[src/design/thpd_pkg.sv]
// thpd_pkg: shared widths, mode and command codes, register indexes and reset
// values for the thermostat heat-pump decision unit
// no dependencies
package thpd_pkg;

   // field widths
   localparam int TempW     = 11;
   localparam int SetW      = 9;
   localparam int BandW     = 7;
   localparam int ModeW     = 3;
   localparam int HourW     = 5;
   localparam int SinceW    = 16;
   localparam int CountW    = 8;
   localparam int CmdW      = 2;
   localparam int WindowW   = 10;
   localparam int HoursW    = 10;
   localparam int CsrIndexW = 3;
   localparam int CsrDataW  = 10;
   // signed width wide enough for target plus or minus band or margin
   localparam int CalcW     = 12;

   // operating mode codes
   localparam logic [ModeW-1:0] OP_OFF       = 3'd0;
   localparam logic [ModeW-1:0] OP_AUTO      = 3'd1;
   localparam logic [ModeW-1:0] OP_FORCED    = 3'd2;
   localparam logic [ModeW-1:0] OP_ECO       = 3'd3;
   localparam logic [ModeW-1:0] OP_COMFORT   = 3'd4;
   localparam logic [ModeW-1:0] OP_FROSTFREE = 3'd5;

   // calendar mode codes
   localparam logic [ModeW-1:0] CAL_OFF       = 3'd0;
   localparam logic [ModeW-1:0] CAL_ECO       = 3'd1;
   localparam logic [ModeW-1:0] CAL_COMFORT   = 3'd2;
   localparam logic [ModeW-1:0] CAL_FROSTFREE = 3'd3;

   // effective mode after calendar resolution
   typedef enum logic [2:0] {
      EFF_OFF,
      EFF_FORCED,
      EFF_ECO,
      EFF_COMFORT,
      EFF_FROSTFREE,
      EFF_NONE
   } eff_mode_type;

   // pump commands
   localparam logic [CmdW-1:0] CMD_NONE = 2'd0;
   localparam logic [CmdW-1:0] CMD_RUN  = 2'd1;
   localparam logic [CmdW-1:0] CMD_STOP = 2'd2;

   // configuration register indexes
   localparam logic [CsrIndexW-1:0] REG_ECO_SETPOINT       = 3'd0;
   localparam logic [CsrIndexW-1:0] REG_FROSTFREE_SETPOINT = 3'd1;
   localparam logic [CsrIndexW-1:0] REG_COMFORT_SETPOINT   = 3'd2;
   localparam logic [CsrIndexW-1:0] REG_HYSTERESIS_BAND    = 3'd3;
   localparam logic [CsrIndexW-1:0] REG_OVERSHOOT_MARGIN   = 3'd4;
   localparam logic [CsrIndexW-1:0] REG_PRESENCE_WINDOW    = 3'd5;
   localparam logic [CsrIndexW-1:0] REG_PRESENCE_ENABLE    = 3'd6;
   localparam logic [CsrIndexW-1:0] REG_PRESENCE_HOURS     = 3'd7;

   // register reset values
   localparam logic [SetW-1:0]    RST_ECO       = 9'd160;
   localparam logic [SetW-1:0]    RST_FROSTFREE = 9'd120;
   localparam logic [SetW-1:0]    RST_COMFORT   = 9'd190;
   localparam logic [BandW-1:0]   RST_BAND      = 7'd5;
   localparam logic [BandW-1:0]   RST_MARGIN    = 7'd5;
   localparam logic [WindowW-1:0] RST_WINDOW    = 10'd30;
   localparam logic [HoursW-1:0]  RST_HOURS     = 10'd648;

   // presence needs more than this many motion detections
   localparam logic [CountW-1:0] MOTION_MIN = 8'd2;

endpackage

[src/design/thermostat_heat_pump_decision_unit.sv]
// thermostat_heat_pump_decision_unit: per-tick heat-pump command decision
// depends on thpd_pkg
//
// Usage:
//   req_ channel carries one minute-tick beat: room temperature, pump state
//   and setpoint, user and calendar modes, forced setpoint, hour and motion
//   data. rsp_ channel returns exactly one beat per request: pump command,
//   command setpoint, mode target and presence boost flag.
//   csr_ channel writes the eight configuration registers by index; it is
//   always ready and should only be written while no request is in flight.
//   A request goes into the input register stage, then the decision logic
//   feeds the response register. Throughput is one beat per cycle while
//   rsp_ready is high; both stages advance independently, so
//   a new request is taken while a finished response waits.
//   When the receiver stalls, the response register holds and the input
//   stage fills; req_ready drops only once both stages are occupied.
//   Synchronous active-high reset empties both stages and loads the
//   configuration registers with their default values.
module thermostat_heat_pump_decision_unit
   import thpd_pkg::*;
(
   input  logic                     clock,
   input  logic                     reset,
   // request channel
   input  logic                     req_valid,
   output logic                     req_ready,
   input  logic signed [TempW-1:0]  req_room_temp,
   input  logic                     req_pump_running,
   input  logic [SetW-1:0]          req_pump_setpoint,
   input  logic [ModeW-1:0]         req_operating_mode,
   input  logic [ModeW-1:0]         req_calendar_mode,
   input  logic [SetW-1:0]          req_forced_setpoint,
   input  logic [HourW-1:0]         req_hour_now,
   input  logic [SinceW-1:0]        req_seconds_since_motion,
   input  logic [CountW-1:0]        req_motion_count,
   // response channel
   output logic                     rsp_valid,
   input  logic                     rsp_ready,
   output logic [CmdW-1:0]          rsp_pump_command,
   output logic [SetW-1:0]          rsp_command_setpoint,
   output logic [SetW-1:0]          rsp_target_setpoint,
   output logic                     rsp_presence_boost,
   // configuration channel
   input  logic                     csr_valid,
   output logic                     csr_ready,
   input  logic [CsrIndexW-1:0]     csr_index,
   input  logic [CsrDataW-1:0]      csr_data
);

   // configuration registers
   logic [SetW-1:0]    eco_ff, frost_ff, comfort_ff;
   logic [BandW-1:0]   band_ff, margin_ff;
   logic [WindowW-1:0] window_ff;
   logic               enable_ff;
   logic [HoursW-1:0]  hours_ff;

   // input stage
   logic                    in_valid_ff;
   logic signed [TempW-1:0] temp_ff;
   logic                    running_ff;
   logic [SetW-1:0]         hp_set_ff;
   logic [ModeW-1:0]        op_ff, cal_ff;
   logic [SetW-1:0]         forced_ff;
   logic [HourW-1:0]        hour_ff;
   logic [SinceW-1:0]       since_ff;
   logic [CountW-1:0]       count_ff;

   // response stage
   logic            out_valid_ff;
   logic [CmdW-1:0] cmd_ff, cmd_in;
   logic [SetW-1:0] cmd_set_ff, cmd_set_in;
   logic [SetW-1:0] target_ff, target_in;
   logic            boost_ff, boost_in;

   logic out_free;
   logic in_free;
   logic req_beat;
   logic move_beat;

   // decision signals
   eff_mode_type            eff_mode;
   logic [SetW-1:0]         goal;
   logic [SinceW-1:0]       window_secs;
   logic [HourW-1:0]        first_hour, last_hour;
   logic                    presence;
   logic signed [CalcW-1:0] temp_x, goal_x, hp_set_x, band_x, margin_x;
   logic signed [CalcW-1:0] goal_lo, goal_hi, goal_stop;
   logic                    is_off;

   // handshake and stage flow
   assign out_free  = !out_valid_ff || rsp_ready;
   assign in_free   = !in_valid_ff || out_free;
   assign req_ready = in_free;
   assign req_beat  = req_valid && in_free;
   assign move_beat = in_valid_ff && out_free;
   assign csr_ready = 1'b1;

   // configuration writes
   always_ff @(posedge clock) begin
      if (reset) begin
         eco_ff    <= RST_ECO;
         frost_ff  <= RST_FROSTFREE;
         comfort_ff <= RST_COMFORT;
         band_ff   <= RST_BAND;
         margin_ff <= RST_MARGIN;
         window_ff <= RST_WINDOW;
         enable_ff <= 1'b0;
         hours_ff  <= RST_HOURS;
      end else if (csr_valid) begin
         case (csr_index)
            REG_ECO_SETPOINT:       eco_ff     <= csr_data[SetW-1:0];
            REG_FROSTFREE_SETPOINT: frost_ff   <= csr_data[SetW-1:0];
            REG_COMFORT_SETPOINT:   comfort_ff <= csr_data[SetW-1:0];
            REG_HYSTERESIS_BAND:    band_ff    <= csr_data[BandW-1:0];
            REG_OVERSHOOT_MARGIN:   margin_ff  <= csr_data[BandW-1:0];
            REG_PRESENCE_WINDOW:    window_ff  <= csr_data[WindowW-1:0];
            REG_PRESENCE_ENABLE:    enable_ff  <= csr_data[0];
            REG_PRESENCE_HOURS:     hours_ff   <= csr_data[HoursW-1:0];
            default: ;
         endcase
      end
   end

   // input register valid
   always_ff @(posedge clock) begin
      if (reset) begin
         in_valid_ff <= 1'b0;
      end else if (in_free) begin
         in_valid_ff <= req_valid;
      end
   end

   // input register payload
   always_ff @(posedge clock) begin
      if (req_beat) begin
         temp_ff    <= req_room_temp;
         running_ff <= req_pump_running;
         hp_set_ff  <= req_pump_setpoint;
         op_ff      <= req_operating_mode;
         cal_ff     <= req_calendar_mode;
         forced_ff  <= req_forced_setpoint;
         hour_ff    <= req_hour_now;
         since_ff   <= req_seconds_since_motion;
         count_ff   <= req_motion_count;
      end
   end

   // effective mode: auto follows the calendar
   always_comb begin
      eff_mode = EFF_NONE;
      case (op_ff)
         OP_OFF:       eff_mode = EFF_OFF;
         OP_FORCED:    eff_mode = EFF_FORCED;
         OP_ECO:       eff_mode = EFF_ECO;
         OP_COMFORT:   eff_mode = EFF_COMFORT;
         OP_FROSTFREE: eff_mode = EFF_FROSTFREE;
         OP_AUTO: begin
            case (cal_ff)
               CAL_OFF:       eff_mode = EFF_OFF;
               CAL_ECO:       eff_mode = EFF_ECO;
               CAL_COMFORT:   eff_mode = EFF_COMFORT;
               CAL_FROSTFREE: eff_mode = EFF_FROSTFREE;
               default:       eff_mode = EFF_NONE;
            endcase
         end
         default: eff_mode = EFF_NONE;
      endcase
   end

   // mode target
   always_comb begin
      case (eff_mode)
         EFF_FORCED:    target_in = forced_ff;
         EFF_ECO:       target_in = eco_ff;
         EFF_COMFORT:   target_in = comfort_ff;
         EFF_FROSTFREE: target_in = frost_ff;
         default:       target_in = '0;
      endcase
   end

   // presence test: window in seconds is minutes * 64 - minutes * 4
   assign window_secs = ({{(SinceW-WindowW){1'b0}}, window_ff} << 6)
                      - ({{(SinceW-WindowW){1'b0}}, window_ff} << 2);
   assign first_hour  = hours_ff[HourW-1:0];
   assign last_hour   = hours_ff[2*HourW-1:HourW];
   assign presence    = enable_ff && (hour_ff >= first_hour) && (hour_ff <= last_hour)
                     && (since_ff <= window_secs) && (count_ff > MOTION_MIN)
                     && (eff_mode == EFF_ECO);
   assign goal        = presence ? comfort_ff : target_in;

   // widened signed operands for the thresholds
   assign temp_x    = CalcW'(temp_ff);
   assign goal_x    = $signed({{(CalcW-SetW){1'b0}}, goal});
   assign hp_set_x  = $signed({{(CalcW-SetW){1'b0}}, hp_set_ff});
   assign band_x    = $signed({{(CalcW-BandW){1'b0}}, band_ff});
   assign margin_x  = $signed({{(CalcW-BandW){1'b0}}, margin_ff});
   assign goal_lo   = goal_x - band_x;
   assign goal_hi   = goal_x + band_x;
   assign goal_stop = goal_x + margin_x;
   assign is_off    = (eff_mode == EFF_OFF);

   // command selection; cold or zero reading gives no command
   always_comb begin
      cmd_in   = CMD_NONE;
      boost_in = 1'b0;
      if (temp_ff > 0) begin
         boost_in = presence;
         if (!is_off && !running_ff && (temp_x <= goal_lo)) begin
            cmd_in = CMD_RUN;
         end else if (is_off && running_ff) begin
            cmd_in = CMD_STOP;
         end else if (running_ff && (temp_x >= goal_stop)) begin
            cmd_in = CMD_STOP;
         end else if (running_ff && ((hp_set_x > goal_hi) || (hp_set_x < goal_lo))) begin
            cmd_in = CMD_RUN;
         end
      end
      cmd_set_in = (cmd_in == CMD_RUN) ? goal : '0;
   end

   // response register valid
   always_ff @(posedge clock) begin
      if (reset) begin
         out_valid_ff <= 1'b0;
      end else if (out_free) begin
         out_valid_ff <= in_valid_ff;
      end
   end

   // response register payload
   always_ff @(posedge clock) begin
      if (move_beat) begin
         cmd_ff     <= cmd_in;
         cmd_set_ff <= cmd_set_in;
         target_ff  <= target_in;
         boost_ff   <= boost_in;
      end
   end

   assign rsp_valid            = out_valid_ff;
   assign rsp_pump_command     = cmd_ff;
   assign rsp_command_setpoint = cmd_set_ff;
   assign rsp_target_setpoint  = target_ff;
   assign rsp_presence_boost   = boost_ff;

`ifndef NO_ASSERTIONS
   // a loaded input stage that cannot move on keeps its beat
   a_in_hold: assert property (@(posedge clock) disable iff (reset)
      (in_valid_ff && !out_free) |=> in_valid_ff)
      else $error("input stage dropped a stalled beat");

   // only a run command carries a setpoint
   a_setpoint_run: assert property (@(posedge clock) disable iff (reset)
      (out_valid_ff && (cmd_ff != CMD_RUN)) |-> (cmd_set_ff == '0))
      else $error("setpoint without run command");

   // boost only comes from eco mode, so the target is the eco setpoint
   a_boost_eco: assert property (@(posedge clock) disable iff (reset)
      (out_valid_ff && boost_ff) |-> (target_ff == eco_ff))
      else $error("presence boost outside eco mode");

   // never an undefined command code
   a_cmd_code: assert property (@(posedge clock) disable iff (reset)
      out_valid_ff |-> ((cmd_ff == CMD_NONE) || (cmd_ff == CMD_RUN) || (cmd_ff == CMD_STOP)))
      else $error("undefined pump command");
`endif

endmodule
[config.mk]
export PLATFORM = sky130hd
export DESIGN_NAME = thermostat_heat_pump_decision_unit
export DESIGN_NICKNAME = d
export VERILOG_FILES = /design/src/design/thpd_pkg.sv /design/src/design/thermostat_heat_pump_decision_unit.sv
export SDC_FILE = /design/constraint.sdc
export NUM_CORES = 1
export LEC_CHECK = 0
export ABC_AREA = 1
export BUFFER_PORTS_ARGS = -buffer_cell sky130_fd_sc_hd__buf_2
export CORE_MARGIN = 2
export CORE_UTILIZATION = 27
export DETAILED_ROUTE_END_ITERATION = 8
export SLEW_MARGIN = 10
export SYNTH_ARGS = -nofsm -noshare
export SYNTH_HDL_FRONTEND = slang
export SYNTH_SLANG_ARGS = --single-unit
[constraint.sdc]
create_clock -name clock -period 8.8 [get_ports clock]
set_clock_uncertainty 0.1 [all_clocks]
set_input_delay 0 -clock clock [delete_from_list [all_inputs] [get_ports clock]]
set_output_delay 0 -clock clock [all_outputs]
set_load 0.01 [all_outputs]
---- Yosys cells after proc, flatten, opt, wreduce, memory -nomap -nowiden ----
Cells that the tools add are included.
cells by class
  $add $sub $neg .......................... 4
  $lt $le $gt $ge ......................... 9
  equality and inequality tests ........... 20
  mux-type cells .......................... 9
  reductions and logical operators ........ 31
operators with widths
  operator               count
  $pmux W9 S4            1
  $eq A3 B2 Y1 const B   8
  $eq A3 B3 Y1 const B   7
  $add A9 B7 Y10         2
  $pmux W3 S6            1
  $le A16 B16 Y1         1
  $reduce_and A2 Y1      8
  $sub A16 B12 Y16       1
  $eq A3 B1 Y1 const B   4
  $logic_and A1 B1 Y1    12
  $logic_not A3 Y1       4
  $pmux W3 S4            1
  $ge A11 B11 Y1         1
  $gt A11 B1 Y1 const B  1
  $le A11 B10 Y1         1
  $gt A9 B10 Y1          1
  $lt A10 B10 Y1         1
  $sub A9 B7 Y10         1
  $mux W9                1
  $gt A8 B2 Y1 const B   1
  $mux W2                4
  $ge A5 B5 Y1           1
  $le A5 B5 Y1           1
  $logic_not A1 Y1       4
  other kinds (3)        5
storage, ports and cells
  flip-flop bits (word level) ............. 150
  bits of input ports ..................... 83
  word-level logic and storage cells ...... 96

---- Logic depth before layout (Yosys ltp) ----
Gate-level depths: netlist (run 1).
  depth after elaboration ................. 17
  gate-level depth with buffers ........... 47
  gate-level depth less buffers ........... 45

---- Worst setup path after synthesis (run 1) ----
Ideal clock, no wire load.
  kind .................................... register -> register
  from .................................... register window_ff[5]
  to ...................................... register cmd_set_ff[1] (netlist: rsp_command_setpoint[1]) (data pin)
  library setup time ...................... 256 ps
  data arrival time ....................... 5565 ps
  required time ........................... 8444 ps
  setup slack ............................. 2879 ps
  cell stages (with the launch flop) ...... 40
  period minus slack after synthesis ...... 5921 ps
  path through ............................ dfxtp_1 > inv_1 > ha_1 > inv_1 > nor2_1 > nand2_1 > nand2_1 > a21oi_1 > o21ai_0 > nand3_1 > nand4_1 > xor2_1 > ha_1 > nand2_1 > inv_1 > nand3_1 > inv_1 > a21oi_1 > (+4 left out) > inv_1 > fa_1 > o31ai_1 > a21oi_1 > o21bai_1 > nand2_1 > inv_1 > o21ai_0 > xor2_1 > ha_1 > and3_1 > a31oi_1 > nand2_1 > nand2_1 > nand2_1 > nand2_2 > nand2_4 > nor2_2
on the way
  word-level cells in the longest chain between the ends .. 16
ends and longest elaborated chain
  item                                              RTL line                                                                              RTL
  from (decl)                                       thermostat_heat_pump_decision_unit.sv:53                                              logic [WindowW-1:0] window_ff;
  from (signal assigned)                            thermostat_heat_pump_decision_unit.sv:116                                             REG_PRESENCE_WINDOW: window_ff <= csr_data[WindowW-1:0];
  $sub A16 B12 Y16 (*)                              thermostat_heat_pump_decision_unit.sv:183                                             - ({{(SinceW-WindowW){1'b0}}, window_ff} << 2);
  $le A16 B16 Y1 (*)                                thermostat_heat_pump_decision_unit.sv:187                                             && (since_ff <= window_secs) && (count_ff > MOTION_MIN)
  $logic_and A1 B1 Y1 (*) (2 in a row)              thermostat_heat_pump_decision_unit.sv:187
  $logic_and A1 B1 Y1 (*)                           thermostat_heat_pump_decision_unit.sv:188                                             && (eff_mode == EFF_ECO);
  $mux W9 (*)                                       thermostat_heat_pump_decision_unit.sv:189                                             assign goal = presence ? comfort_ff : target_in;
  named net goal[1]                                 thermostat_heat_pump_decision_unit.sv:82                                              logic [SetW-1:0] goal;
  $add A9 B7 Y10 or $sub A9 B7 Y10 (tied branches)  thermostat_heat_pump_decision_unit.sv:198, thermostat_heat_pump_decision_unit.sv:197
  $gt A9 B10 Y1 or $lt A10 B10 Y1 (tied branches)   thermostat_heat_pump_decision_unit.sv:214                                             end else if (running_ff && ((hp_set_x > goal_hi) || (hp_set_x < goal_lo))) begin
  $logic_or A1 B1 Y1                                thermostat_heat_pump_decision_unit.sv:214
  $logic_and A1 B1 Y1                               thermostat_heat_pump_decision_unit.sv:214
  $mux W1                                           thermostat_heat_pump_decision_unit.sv:214
  $mux W2                                           thermostat_heat_pump_decision_unit.sv:212                                             end else if (running_ff && (temp_x >= goal_stop)) begin
  $mux W2                                           thermostat_heat_pump_decision_unit.sv:210                                             end else if (is_off && running_ff) begin
  $mux W2                                           thermostat_heat_pump_decision_unit.sv:208                                             if (!is_off && !running_ff && (temp_x <= goal_lo)) begin
  $mux W2                                           thermostat_heat_pump_decision_unit.sv:206                                             if (temp_ff > 0) begin
  $eq A2 B1 Y1                                      thermostat_heat_pump_decision_unit.sv:218                                             cmd_set_in = (cmd_in == CMD_RUN) ? goal : '0;
  to (signal assigned)                              thermostat_heat_pump_decision_unit.sv:234                                             cmd_set_ff <= cmd_set_in;
  to (decl)                                         thermostat_heat_pump_decision_unit.sv:71                                              logic [SetW-1:0] cmd_set_ff, cmd_set_in;
Mark *: on every way through the listed nets, which the timed path passes. The rest lies on a longest branch.
A chain may end at the register's enable or synchronous reset.

---- Worst setup path in the final report (run 1) ----
  from .................................... register window_ff[6]
  to ...................................... register cmd_set_ff[3] (netlist: rsp_command_setpoint[3]) (data pin)
on the way
  word-level cells in the longest chain between the ends .. 16
ends and longest elaborated chain
  item                                              RTL line
  $sub A16 B12 Y16 (*)                              thermostat_heat_pump_decision_unit.sv:183
  $le A16 B16 Y1 (*)                                thermostat_heat_pump_decision_unit.sv:187
  $logic_and A1 B1 Y1 (*) (2 in a row)              thermostat_heat_pump_decision_unit.sv:187
  $logic_and A1 B1 Y1 (*)                           thermostat_heat_pump_decision_unit.sv:188
  $mux W9 (*)                                       thermostat_heat_pump_decision_unit.sv:189
  named net goal[1]                                 thermostat_heat_pump_decision_unit.sv:82
  $add A9 B7 Y10 or $sub A9 B7 Y10 (tied branches)  thermostat_heat_pump_decision_unit.sv:198, thermostat_heat_pump_decision_unit.sv:197
  $gt A9 B10 Y1 or $lt A10 B10 Y1 (tied branches)   thermostat_heat_pump_decision_unit.sv:214
  $logic_or A1 B1 Y1                                thermostat_heat_pump_decision_unit.sv:214
  $logic_and A1 B1 Y1                               thermostat_heat_pump_decision_unit.sv:214
  $mux W1                                           thermostat_heat_pump_decision_unit.sv:214
  $mux W2                                           thermostat_heat_pump_decision_unit.sv:212
  $mux W2                                           thermostat_heat_pump_decision_unit.sv:210
  $mux W2 (*)                                       thermostat_heat_pump_decision_unit.sv:208
  $mux W2 (*)                                       thermostat_heat_pump_decision_unit.sv:206
  $eq A2 B1 Y1 (*)                                  thermostat_heat_pump_decision_unit.sv:218
Marked as above.

==> flow_summary.json, run 1 <==
{
  "status": "completed",
  "ios": 107,
  "finalMaxSlewViolations": 0,
  "grt_pass1_wl_um": 35300,
  "worst_ir_drop_vdd_v": 0.000134,
  "grt_pass1_vias": 6806,
  "hold_viol_final": 0,
  "async_reset_ff_share_pct": 0,
  "end_kind": "flip-flop",
  "cp_top_family": "compound AO/OA/AOI/OAI gates",
  "post_cts_buffers": 0,
  "ys_types": 44,
  "synth_top_family_by_area": "simple AND/OR/NAND/NOR gates",
  "cts_sinks": 150,
  "portBuffers": 105,
  "cpMaxStageDelayCell": "o21ai_0",
  "synthesis.instances": 922,
  "synth_compound_area_share_pct": 12.0,
  "min_period_over_period_pct": 80.1,
  "routabilityCongestion": 0.874,
  "grtUsageTotal_pct": 13.8,
  "synthTopCellsByCount": "156 x nand2_1, 121 x inv_1, 94 x ha_1",
  "path_clk_slew_ns": 0.07,
  "rsz0062_at_grt": "false",
  "crit_top_cell": "nand2_1",
  "vias": 6869,
  "core_area_um2": 30500,
  "wl_per_cell_um": 14.4,
  "slew_headroom_pct": 26.7,
  "die_area_um2": 32400,
  "slowest_delay_ns": 0.90,
  "synth_mux_area_share_pct": 0,
  "area_growth_pct": 29.5,
  "r2r-end": "rsp_command_setpoint[3]",
  "synth_simple_gate_area_share_pct": 17.1,
  "yosysTopAreaCellShare_pct": 30.9,
  "drive_gt1_share_pct": 14.9,
  "dieHeight_um": 180,
  "vias_per_cell": 4.49,
  "period_minus_slack_ns": 7.04,
  "synthesis.nets": 1102,
  "netlist_area_um2": 8350,
  "wl_um": 22000,
  "min_from": "rsp_ready",
  "power_density_nw_per_um2": 181,
  "hold_buffers": 88,
  "cts_buffer_depth": 2,
  "synth_seq_cells": 150,
  "worstMarginPinSlew_ns": 1.09,
  "cap_violations": 0,
  "p_leak_nw": 4.79,
  "synth_seq_area_share_pct": 46.3,
  "cp_num_buf_inv": 5,
  "htreeDepth": 4,
  "die_width_um": 180,
  "grt-ovfl-total": 0,
  "nets": 1302,
  "ys_warn_count": 0,
  "first_iter_violations": 433,
  "synth-xor-area-share_pct": 3.46,
  "reg2reg_depth": 36,
  "finalSetupViolCount": 0,
  "fin_hold_ws_ns": 0.157,
  "drc_errors": 0,
  "tns_ns": 0,
  "cts_made_buffers": 17,
  "start_util_pct": 27.4,
  "diodes": 0,
  "antenna_left": 0,
  "start_kind": "flip-flop",
  "cts_tree": "done",
  "ys.flop_type": "edfxtp_1",
  "first_pass_iters": 5,
  "clkLatencyLatePin_ns": 0.43,
  "cp_max_fo": 19,
  "cts.repair.resized": 0,
  "r2r_slack_ns": 1.76,
  "synth_largest_area_cell": "edfxtp_1",
  "worstSetupPathType": "reg -> reg",
  "dp_hpwl_um": 16300,
  "hold_path.class": "in -> reg",
  "crit_required_ns": 8.99,
  "rows": 64,
  "synth.most_common_cell": "nand2_1",
  "cts_root_buf": "clkbuf_16",
  "r2r-start": "window_ff[6]",
  "holdPathEnd": "rsp_target_setpoint[4]",
  "synth_edf_count": 86,
  "antenna_found_initial": 0,
  "grt_max_degree": 66,
  "max_freq_mhz": 142,
  "arrival_ns": 7.24,
  "synthAdderAreaFrac_pct": 14.8,
  "hold_depth": 4,
  "syn_avg_cell_area_um2": 9.06,
  "synthTopCellsByArea": "edfxtp_1 31%, dfxtp_1 15%, ha_1 14%"
}
-- power by group --
group / total (mW) / internal, mW / switching, mW
registers: 0.799 / 0.780 / 0.0187
logic: 0.428 / 0.175 / 0.253
clock network: 0.735 / 0.412 / 0.324
-- sequential cells by signal, indices dropped and copies added (netlist names), 10 cells and up --
signal / count
hours_ff: 10
window_ff: 10
temp_ff: 11
since_ff: 16
-- area by class of cell --
class	instances	area, um2
clock buffer	21	492
clock inverter	11	103
fill	3093	19700
inverter	124	465
multi-input combinational	632	3960
sequential	150	3860
tap	396	495
timing repair buffer	197	1440
-- logic make-up (layout without fill, tap and decap cells) --
group           count (synthesis)  count (layout)
flops                         150             150
fa+ha+maj                      97              97
buf+inv                       140             353
other cells                     1               1
compound gates                177             177
simple gates                  324             324
xor+xnor                       33              33
-- how the worst max path moves through the flow --
| stage | start | endpoint | slack, ns | cells after the start |
|---|---|---|---|---|
| after floorplan | window_ff[5] | rsp_command_setpoint[1] | 2.88 | 39 |
| after global placement | window_ff[5] | rsp_command_setpoint[2] | 2.10 | 39 |
| after detailed placement | window_ff[6] | rsp_command_setpoint[3] | 1.86 | 36 |
| after CTS | window_ff[6] | rsp_command_setpoint[3] | 1.80 | 36 |
| after global routing | window_ff[6] | rsp_command_setpoint[6] | 0.95 | 36 |
| final | window_ff[6] | rsp_command_setpoint[3] | 1.76 | 36 |
-- per-stage QoR --
step / utilization (%) / instance area (um2) / setup slack [ns] / power (mW) / instances
after floorplan: - / 8350 / 2.88 / 1.09 / 922
after global placement: 30.6 / 9340 / 2.10 / 1.20 / 1411
after detailed placement: 30.6 / 9340 / 1.86 / 1.21 / 1411
after CTS: 35.5 / 10800 / 1.80 / 1.98 / 1531
after global routing: 35.5 / 10800 / 0.950 / 2.07 / 1531
final: 35.5 / 10800 / 1.76 / 1.96 / 1531
-- worst min-delay path: stages --
cell	delay, ns
buf_2	0.10
inv_1	0.10
a21oi_2	0.06
buf_4	0.22
-- routing by layer --
metal	part of all wire [%]	up-vias	track usage [%]	routed length, um
li1	-	3527	-	-
met1	47	3185	17.9	10300
met2	48	142	23.6	10700
met3	3.7	15	2.82	811
met4	1.1	0	3.12	240
met5	0	-	0	0
-- layout by cell type (no fill, tap or decap), drive strengths merged, types with 7 or more instances in the layout --
cell / netlist / layout
a21oi: 74 / 74
buf: 2 / 109
clkbuf: 14 / 21
dfxtp: 64 / 64
dlygate4sd3: 0 / 88
edfxtp: 86 / 86
ha: 94 / 94
inv: 123 / 129
nand2: 165 / 165
nand3: 42 / 42
nand4: 11 / 11
nor2: 95 / 95
o2111ai: 8 / 8
o211ai: 11 / 11
o21ai: 68 / 68
xnor2: 7 / 7
xor2: 26 / 26
Power figures use the tool's default switching activity.
==> inputs of run 2 (changes only) <==
--- a/config.mk
+++ b/config.mk
@@ -5,7 +5,7 @@
 export SDC_FILE = /design/constraint.sdc
 export NUM_CORES = 1
 export LEC_CHECK = 0
-export ABC_AREA = 1
+export ABC_AREA = 0
 export BUFFER_PORTS_ARGS = -buffer_cell sky130_fd_sc_hd__buf_2
 export CORE_MARGIN = 2
 export CORE_UTILIZATION = 27
==> constraint.sdc (replaced) <==
create_clock -name clock -period 7 [get_ports clock]
set_clock_uncertainty 0.1 [all_clocks]
set_input_delay 0 -clock clock [delete_from_list [all_inputs] [get_ports clock]]
set_output_delay 0 -clock clock [all_outputs]
set_load 0.01 [all_outputs]
==> run 2 against run 1 <==
  * Flip-flop and latch count unchanged
  * Total power up 23%
  * Non-clock buffer count up 59
  * Via count down 3.1%
  * Utilization up 2.9 points
  * Die area down 1.9%
==> flow_summary.json, run 2 <==
{
  "cts_sinks": 150,
  "drc_errors": 0,
  "synth_edf_count": 86,
  "tns_ns": 0,
  "slowest_delay_ns": 0.39,
  "slew_headroom_pct": 20.3,
  "antenna_left": 0,
  "r2r-start": "window_ff[0]",
  "largest_register_ffs": 16,
  "ys.flop_type": "edfxtp_1",
  "dp_cells": 1324,
  "rows": 63,
  "crit_required_ns": 7.18,
  "core_area_um2": 29700,
  "grtUsageTotal_pct": 14.3,
  "rsz0062_at_grt": "true",
  "hold_viol_final": 0,
  "reg2reg_depth": 37,
  "ys_warn_count": 0,
  "wl_per_cell_um": 15.7,
  "die_area_um2": 31700,
  "cp_max_fo": 5,
  "clkLatencyLatePin_ns": 0.43,
  "grt-ovfl-total": 0,
  "synth_seq_area_share_pct": 47.2,
  "yosysTopAreaCellShare_pct": 31.5,
  "max_freq_mhz": 146,
  "cpMaxStageDelayCell": "a2111oi_4",
  "routabilityCongestion": 0.840,
  "min_period_over_period_pct": 98.0,
  "portBuffers": 105,
  "wl_um": 22700,
  "end_kind": "flip-flop",
  "synth.most_common_cell": "nand2_1",
  "grt_max_degree": 66,
  "vias_per_cell": 4.60,
  "synthesis.nets": 968,
  "start_util_pct": 27.6,
  "worstSetupPathType": "reg -> reg",
  "p_leak_nw": 4.62,
  "top_register": "since_ff",
  "cap_violations": 0,
  "path_clk_slew_ns": 0.07,
  "netlist_area_um2": 8190,
  "finalSetupViolCount": 0,
  "finalMaxSlewViolations": 0,
  "grt_pass1_wl_um": 35100,
  "cts_tree": "done",
  "worstSetupEndpoint": "rsp_pump_command[1]",
  "vias": 6655,
  "r2r-end": "rsp_pump_command[1]",
  "die_width_um": 178,
  "diodes": 0,
  "stdcell_count": 1448,
  "layout_common_cells": "122 x nand2_1, 105 x buf_2, 86 x edfxtp_1",
  "antenna_found_initial": 0,
  "synthTopCellsByCount": "126 x nand2_1, 94 x ha_1, 86 x edfxtp_1",
  "worst_ir_drop_vdd_v": 0.000176,
  "period_minus_slack_ns": 6.86,
  "synthTopCellsByArea": "edfxtp_1 32%, dfxtp_1 16%, ha_1 14%",
  "dieHeight_um": 178,
  "nets": 1225,
  "first_iter_violations": 386,
  "synth_largest_area_cell": "edfxtp_1",
  "cts_made_buffers": 17,
  "reg_top3": "since_ff: 16 flops, temp_ff: 11 flops",
  "htreeDepth": 4,
  "final_common_cell": "nand2_1",
  "cts_buffer_depth": 2,
  "power_density_nw_per_um2": 211,
  "ys_types": 58,
  "worstMarginPinSlew_ns": 1.19,
  "status": "completed",
  "area_growth_pct": 39.3,
  "critical_path.startpoint": "window_ff[0]",
  "drive_gt1_share_pct": 27.4,
  "hold_path.class": "in -> reg",
  "first_pass_iters": 5,
  "grt_pass1_vias": 6613,
  "async_reset_ff_share_pct": 0,
  "synth_seq_cells": 150,
  "arrival_ns": 7.04,
  "cts_root_buf": "clkbuf_16",
  "synthesis.instances": 788,
  "r2r_slack_ns": 0.14,
  "dp_hpwl_um": 16300,
  "ios": 107,
  "crit_top_cell": "buf_4",
  "start_kind": "flip-flop",
  "syn_avg_cell_area_um2": 10.4,
  "min_from": "csr_index[1]"
}
[run 2: cell types whose count changed after synthesis, moves of 10 or more]
| cell | previous run | this run |
|---|---|---|
| a21oi_1 | 73 | 60 |
| nor2_2 | 10 | 0 |
| nand3b_1 | 1 | 18 |
| xnor2_1 | 7 | 24 |
| nor2_1 | 84 | 47 |
| xor2_1 | 26 | 7 |
| inv_1 | 121 | 44 |
| o21ai_0 | 67 | 13 |
| mux2i_1 | 0 | 17 |
| nand2_1 | 156 | 126 |
| nor2b_1 | 0 | 17 |
| nand3_1 | 40 | 9 |
[run 2: area by class of cell]
cell class	count	area (um2)
timing repair buffer	256	1890
inverter	44	165
clock buffer	18	450
clock inverter	14	136
tap	390	488
fill	2917	18300
sequential	150	3870
multi-input combinational	576	4410
[run 2: report_power, final]
part,internal [mW],switching (mW)
combinational,0.238,0.248
sequential,0.978,0.0253
clock,0.519,0.401
[run 2: timing repair]
action | 4_1_cts | 5_1_grt
gates resized for setup | 30 | 56
pin swaps | 12 | 34
hold endpoints to repair | 129 | 0
hold buffers | 80 | 0
buffers inserted | 5 | 6
gates cloned | 0 | 1
setup endpoints to repair | 11 | 11
[run 2: worst max-delay path: cells and delay by family, from the launching register on]
kind / cells / cell delay, ns
simple gates: 7 / 0.89
compound gates: 13 / 2.56
xor+xnor: 2 / 0.18
flops: 1 / 0.37
fa+ha+maj: 5 / 1.26
buf+inv: 9 / 1.08
mux: 1 / 0.26
[run 2: worst min path at each step]
| stage | end | cells after the start |
|---|---|---|
| 2_1_floorplan | cal_ff[0] | 0 |
| 3_3_place_gp | count_ff[1] | 1 |
| 3_5_place_dp | since_ff[4] | 1 |
| 4_1_cts | band_ff[6] | 5 |
| 5_1_grt | band_ff[6] | 5 |
| 6_report | band_ff[6] | 5 |
[run 2: layer usage]
metal  share of wire (%)  global-route usage, %  vias to the layer above
li1                    -                      -                     3348
met1                  47                   18.9                     3102
met2                  46                   23.4                      166
met3                 4.3                   3.03                       39
met4                 2.2                   4.34                        0
met5                   0                      0                        -
[run 2: cell families (layout without fill, tap and decap cells)]
kind of cell    Yosys count  count (layout)  synth area share (%)
other cells               1               1                0.0458
simple gates            272             272                  15.9
fa+ha+maj                97              97                  15.1
flops                   150             150                  47.2
compound gates          153             153                  12.8
mux                      22              22                  2.76
xor+xnor                 31              31                  3.31
buf+inv                  62             332                  2.98
[run 2: metrics by stage]
stage	total power, mW	hold slack (ns)	area, um2	util [%]	worst slack (ns)
after floorplan	1.26	-0.00113	8210	-	0.00128
after global placement	1.40	0.0761	9600	32.3	-0.0519
after detailed placement	1.41	0.0781	9600	32.3	-0.412
after CTS	2.39	0.00641	11100	37.4	0.00207
after global routing	2.53	0.0678	11400	38.4	-0.267
final	2.41	0.0293	11400	38.4	0.140
==> inputs of run 3 (changes only) <==
--- a/config.mk
+++ b/config.mk
@@ -5,9 +5,9 @@
 export SDC_FILE = /design/constraint.sdc
 export NUM_CORES = 1
 export LEC_CHECK = 0
-export ABC_AREA = 0
+export ABC_AREA = 1
 export BUFFER_PORTS_ARGS = -buffer_cell sky130_fd_sc_hd__buf_2
-export CORE_MARGIN = 2
+export CORE_MARGIN = 3
 export CORE_UTILIZATION = 27
 export DETAILED_ROUTE_END_ITERATION = 8
 export SLEW_MARGIN = 10
==> run 3 against run 2 <==
  * Clock power fell by 3.6%
  * Design area is 4.5% lower
  * Largest power group unchanged
  * Sequential share of layout area grew 1.6 points
  * Register-to-register slack improved by 0.46 ns
  * Utilization decreased by 2.1 points
  * Worst setup slack better by 0.46 ns
  * Flip-flop and latch count did not move
==> flow_summary.json, run 3 (synthesized netlist as in run 1, its figures left out) <==
{
  "ios": 107,
  "wl_per_cell_um": 14.1,
  "arrival_ns": 6.58,
  "grt_pass1_wl_um": 34500,
  "min_period_over_period_pct": 91.4,
  "area_growth_pct": 30.4,
  "largest_register_ffs": 16,
  "layout_common_cells": "155 x nand2_1, 119 x inv_1, 105 x buf_2",
  "first_iter_violations": 439,
  "dp_slack_ns": 0.300,
  "worst_ir_drop_vdd_v": 0.000193,
  "start_util_pct": 27.8,
  "start_kind": "flip-flop",
  "grt_max_degree": 66,
  "routabilityCongestion": 0.862,
  "cts_root_buf": "clkbuf_16",
  "dp_hpwl_um": 16000,
  "cap_violations": 0,
  "nets": 1314,
  "final_common_cell": "nand2_1",
  "crit_required_ns": 7.18,
  "vias_per_cell": 4.48,
  "hold_viol_final": 0,
  "fin_hold_ws_ns": 0.174,
  "placed_area_um2": 9370,
  "vias": 6882,
  "hold_path.class": "in -> reg",
  "cts_buffer_depth": 2,
  "diodes": 0,
  "power_density_nw_per_um2": 224,
  "cts_sinks": 150,
  "dieHeight_um": 182,
  "cpMaxStageDelayCell": "fa_1",
  "design_area_um2": 10900,
  "cts_made_buffers": 17,
  "cts_tree": "done",
  "die_width_um": 182,
  "status": "completed",
  "clkLatencyLatePin_ns": 0.43,
  "first_pass_iters": 5,
  "fin_ws_ns": 0.603,
  "drc_errors": 0,
  "finalMaxSlewViolations": 0,
  "portBuffers": 105,
  "slew_headroom_pct": 35.7,
  "grt_pass1_vias": 6665,
  "path_clk_slew_ns": 0.07,
  "p_leak_nw": 4.84,
  "grtUsageTotal_pct": 13.1,
  "htreeDepth": 4,
  "grt-ovfl-total": 0,
  "crit_top_cell": "inv_1",
  "wl_um": 21700,
  "end_kind": "flip-flop",
  "rows": 63,
  "period_minus_slack_ns": 6.40,
  "cp_max_fo": 11,
  "finalSetupViolCount": 0,
  "core_area_um2": 30000,
  "top_register": "since_ff",
  "drive_gt1_share_pct": 15.9,
  "reg_top3": "since_ff: 16 flops, temp_ff: 11 flops",
  "slowest_delay_ns": 0.42,
  "worstSetupPathType": "reg -> reg",
  "antenna_left": 0,
  "worstMarginPinSlew_ns": 0.960,
  "die_area_um2": 33100,
  "antenna_found_initial": 0,
  "max_freq_mhz": 156
}
-- run 3: where the power goes --
group | internal (mW) | leakage [nW] | switching, mW | total, mW
Clock | 0.485 | 0.275 | 0.402 | 0.887
Combinational | 0.230 | 3.20 | 0.320 | 0.550
Sequential | 0.981 | 1.36 | 0.0229 | 1.00
Total | 1.70 | 4.84 | 0.745 | 2.44
-- run 3: final cells by class --
type | count | area [um2]
Fill cell | 3001 | 19100
Multi-Input combinational cell | 632 | 3980
Sequential cell | 150 | 3860
Timing Repair Buffer | 209 | 1540
Tap cell | 390 | 488
Inverter | 124 | 465
Clock buffer | 19 | 454
Clock inverter | 13 | 106
-- run 3: worst max-delay path: cells and delay by family (launching register included) --
| family | cells | cell delay [ns] |
|---|---|---|
| flip-flops | 1 | 0.36 |
| AND/OR/NAND/NOR | 17 | 1.89 |
| buffers and inverters | 5 | 0.43 |
| XOR/XNOR | 2 | 0.33 |
| adder cells (fa/ha/maj) | 5 | 1.52 |
| AO/OA/AOI/OAI | 11 | 1.63 |
-- run 3: through the flow --
step / setup TNS [ns] / instances / power [mW] / util (%)
final: 0 / 1537 / 2.44 / 36.3
after global routing: -0.00637 / 1537 / 2.59 / 36.3
after CTS: 0 / 1530 / 2.46 / 36.0
after detailed placement: 0 / 1409 / 1.52 / 31.2
after global placement: 0 / 1409 / 1.51 / 31.2
after floorplan: 0 / 922 / 1.37 / -
-- run 3: what timing repair did --
action                                  4_1_cts  5_1_grt
endpoints found under the setup margin        0       10
resized for setup                             0        6
hold endpoints to repair                    129        0
setup buffers                                 0        7
hold buffers                                 89        0
-- run 3: final timing paths --
| check | from | end | slack (ns) | cells after the start |
|---|---|---|---|---|
| setup / recovery | window_ff[6] | rsp_command_setpoint[0] | 0.60 | 40 |
| hold / removal | req_hour_now[4] | hour_ff[4] | 0.17 | 2 |
| setup reg to reg | window_ff[6] | rsp_command_setpoint[0] | 0.60 | 40 |
| hold reg to reg | frost_ff[8] | frost_ff[8] | 0.35 | 2 |
-- run 3: metal layers --
layer	global-route usage, %	share of wire, %	vias to the layer above	wire (um)
li1	-	-	3552	-
met1	17.5	49	3166	10600
met2	21.5	47	137	10100
met3	2.58	3.2	27	687
met4	3.53	1.5	0	327
met5	0	0	-	0
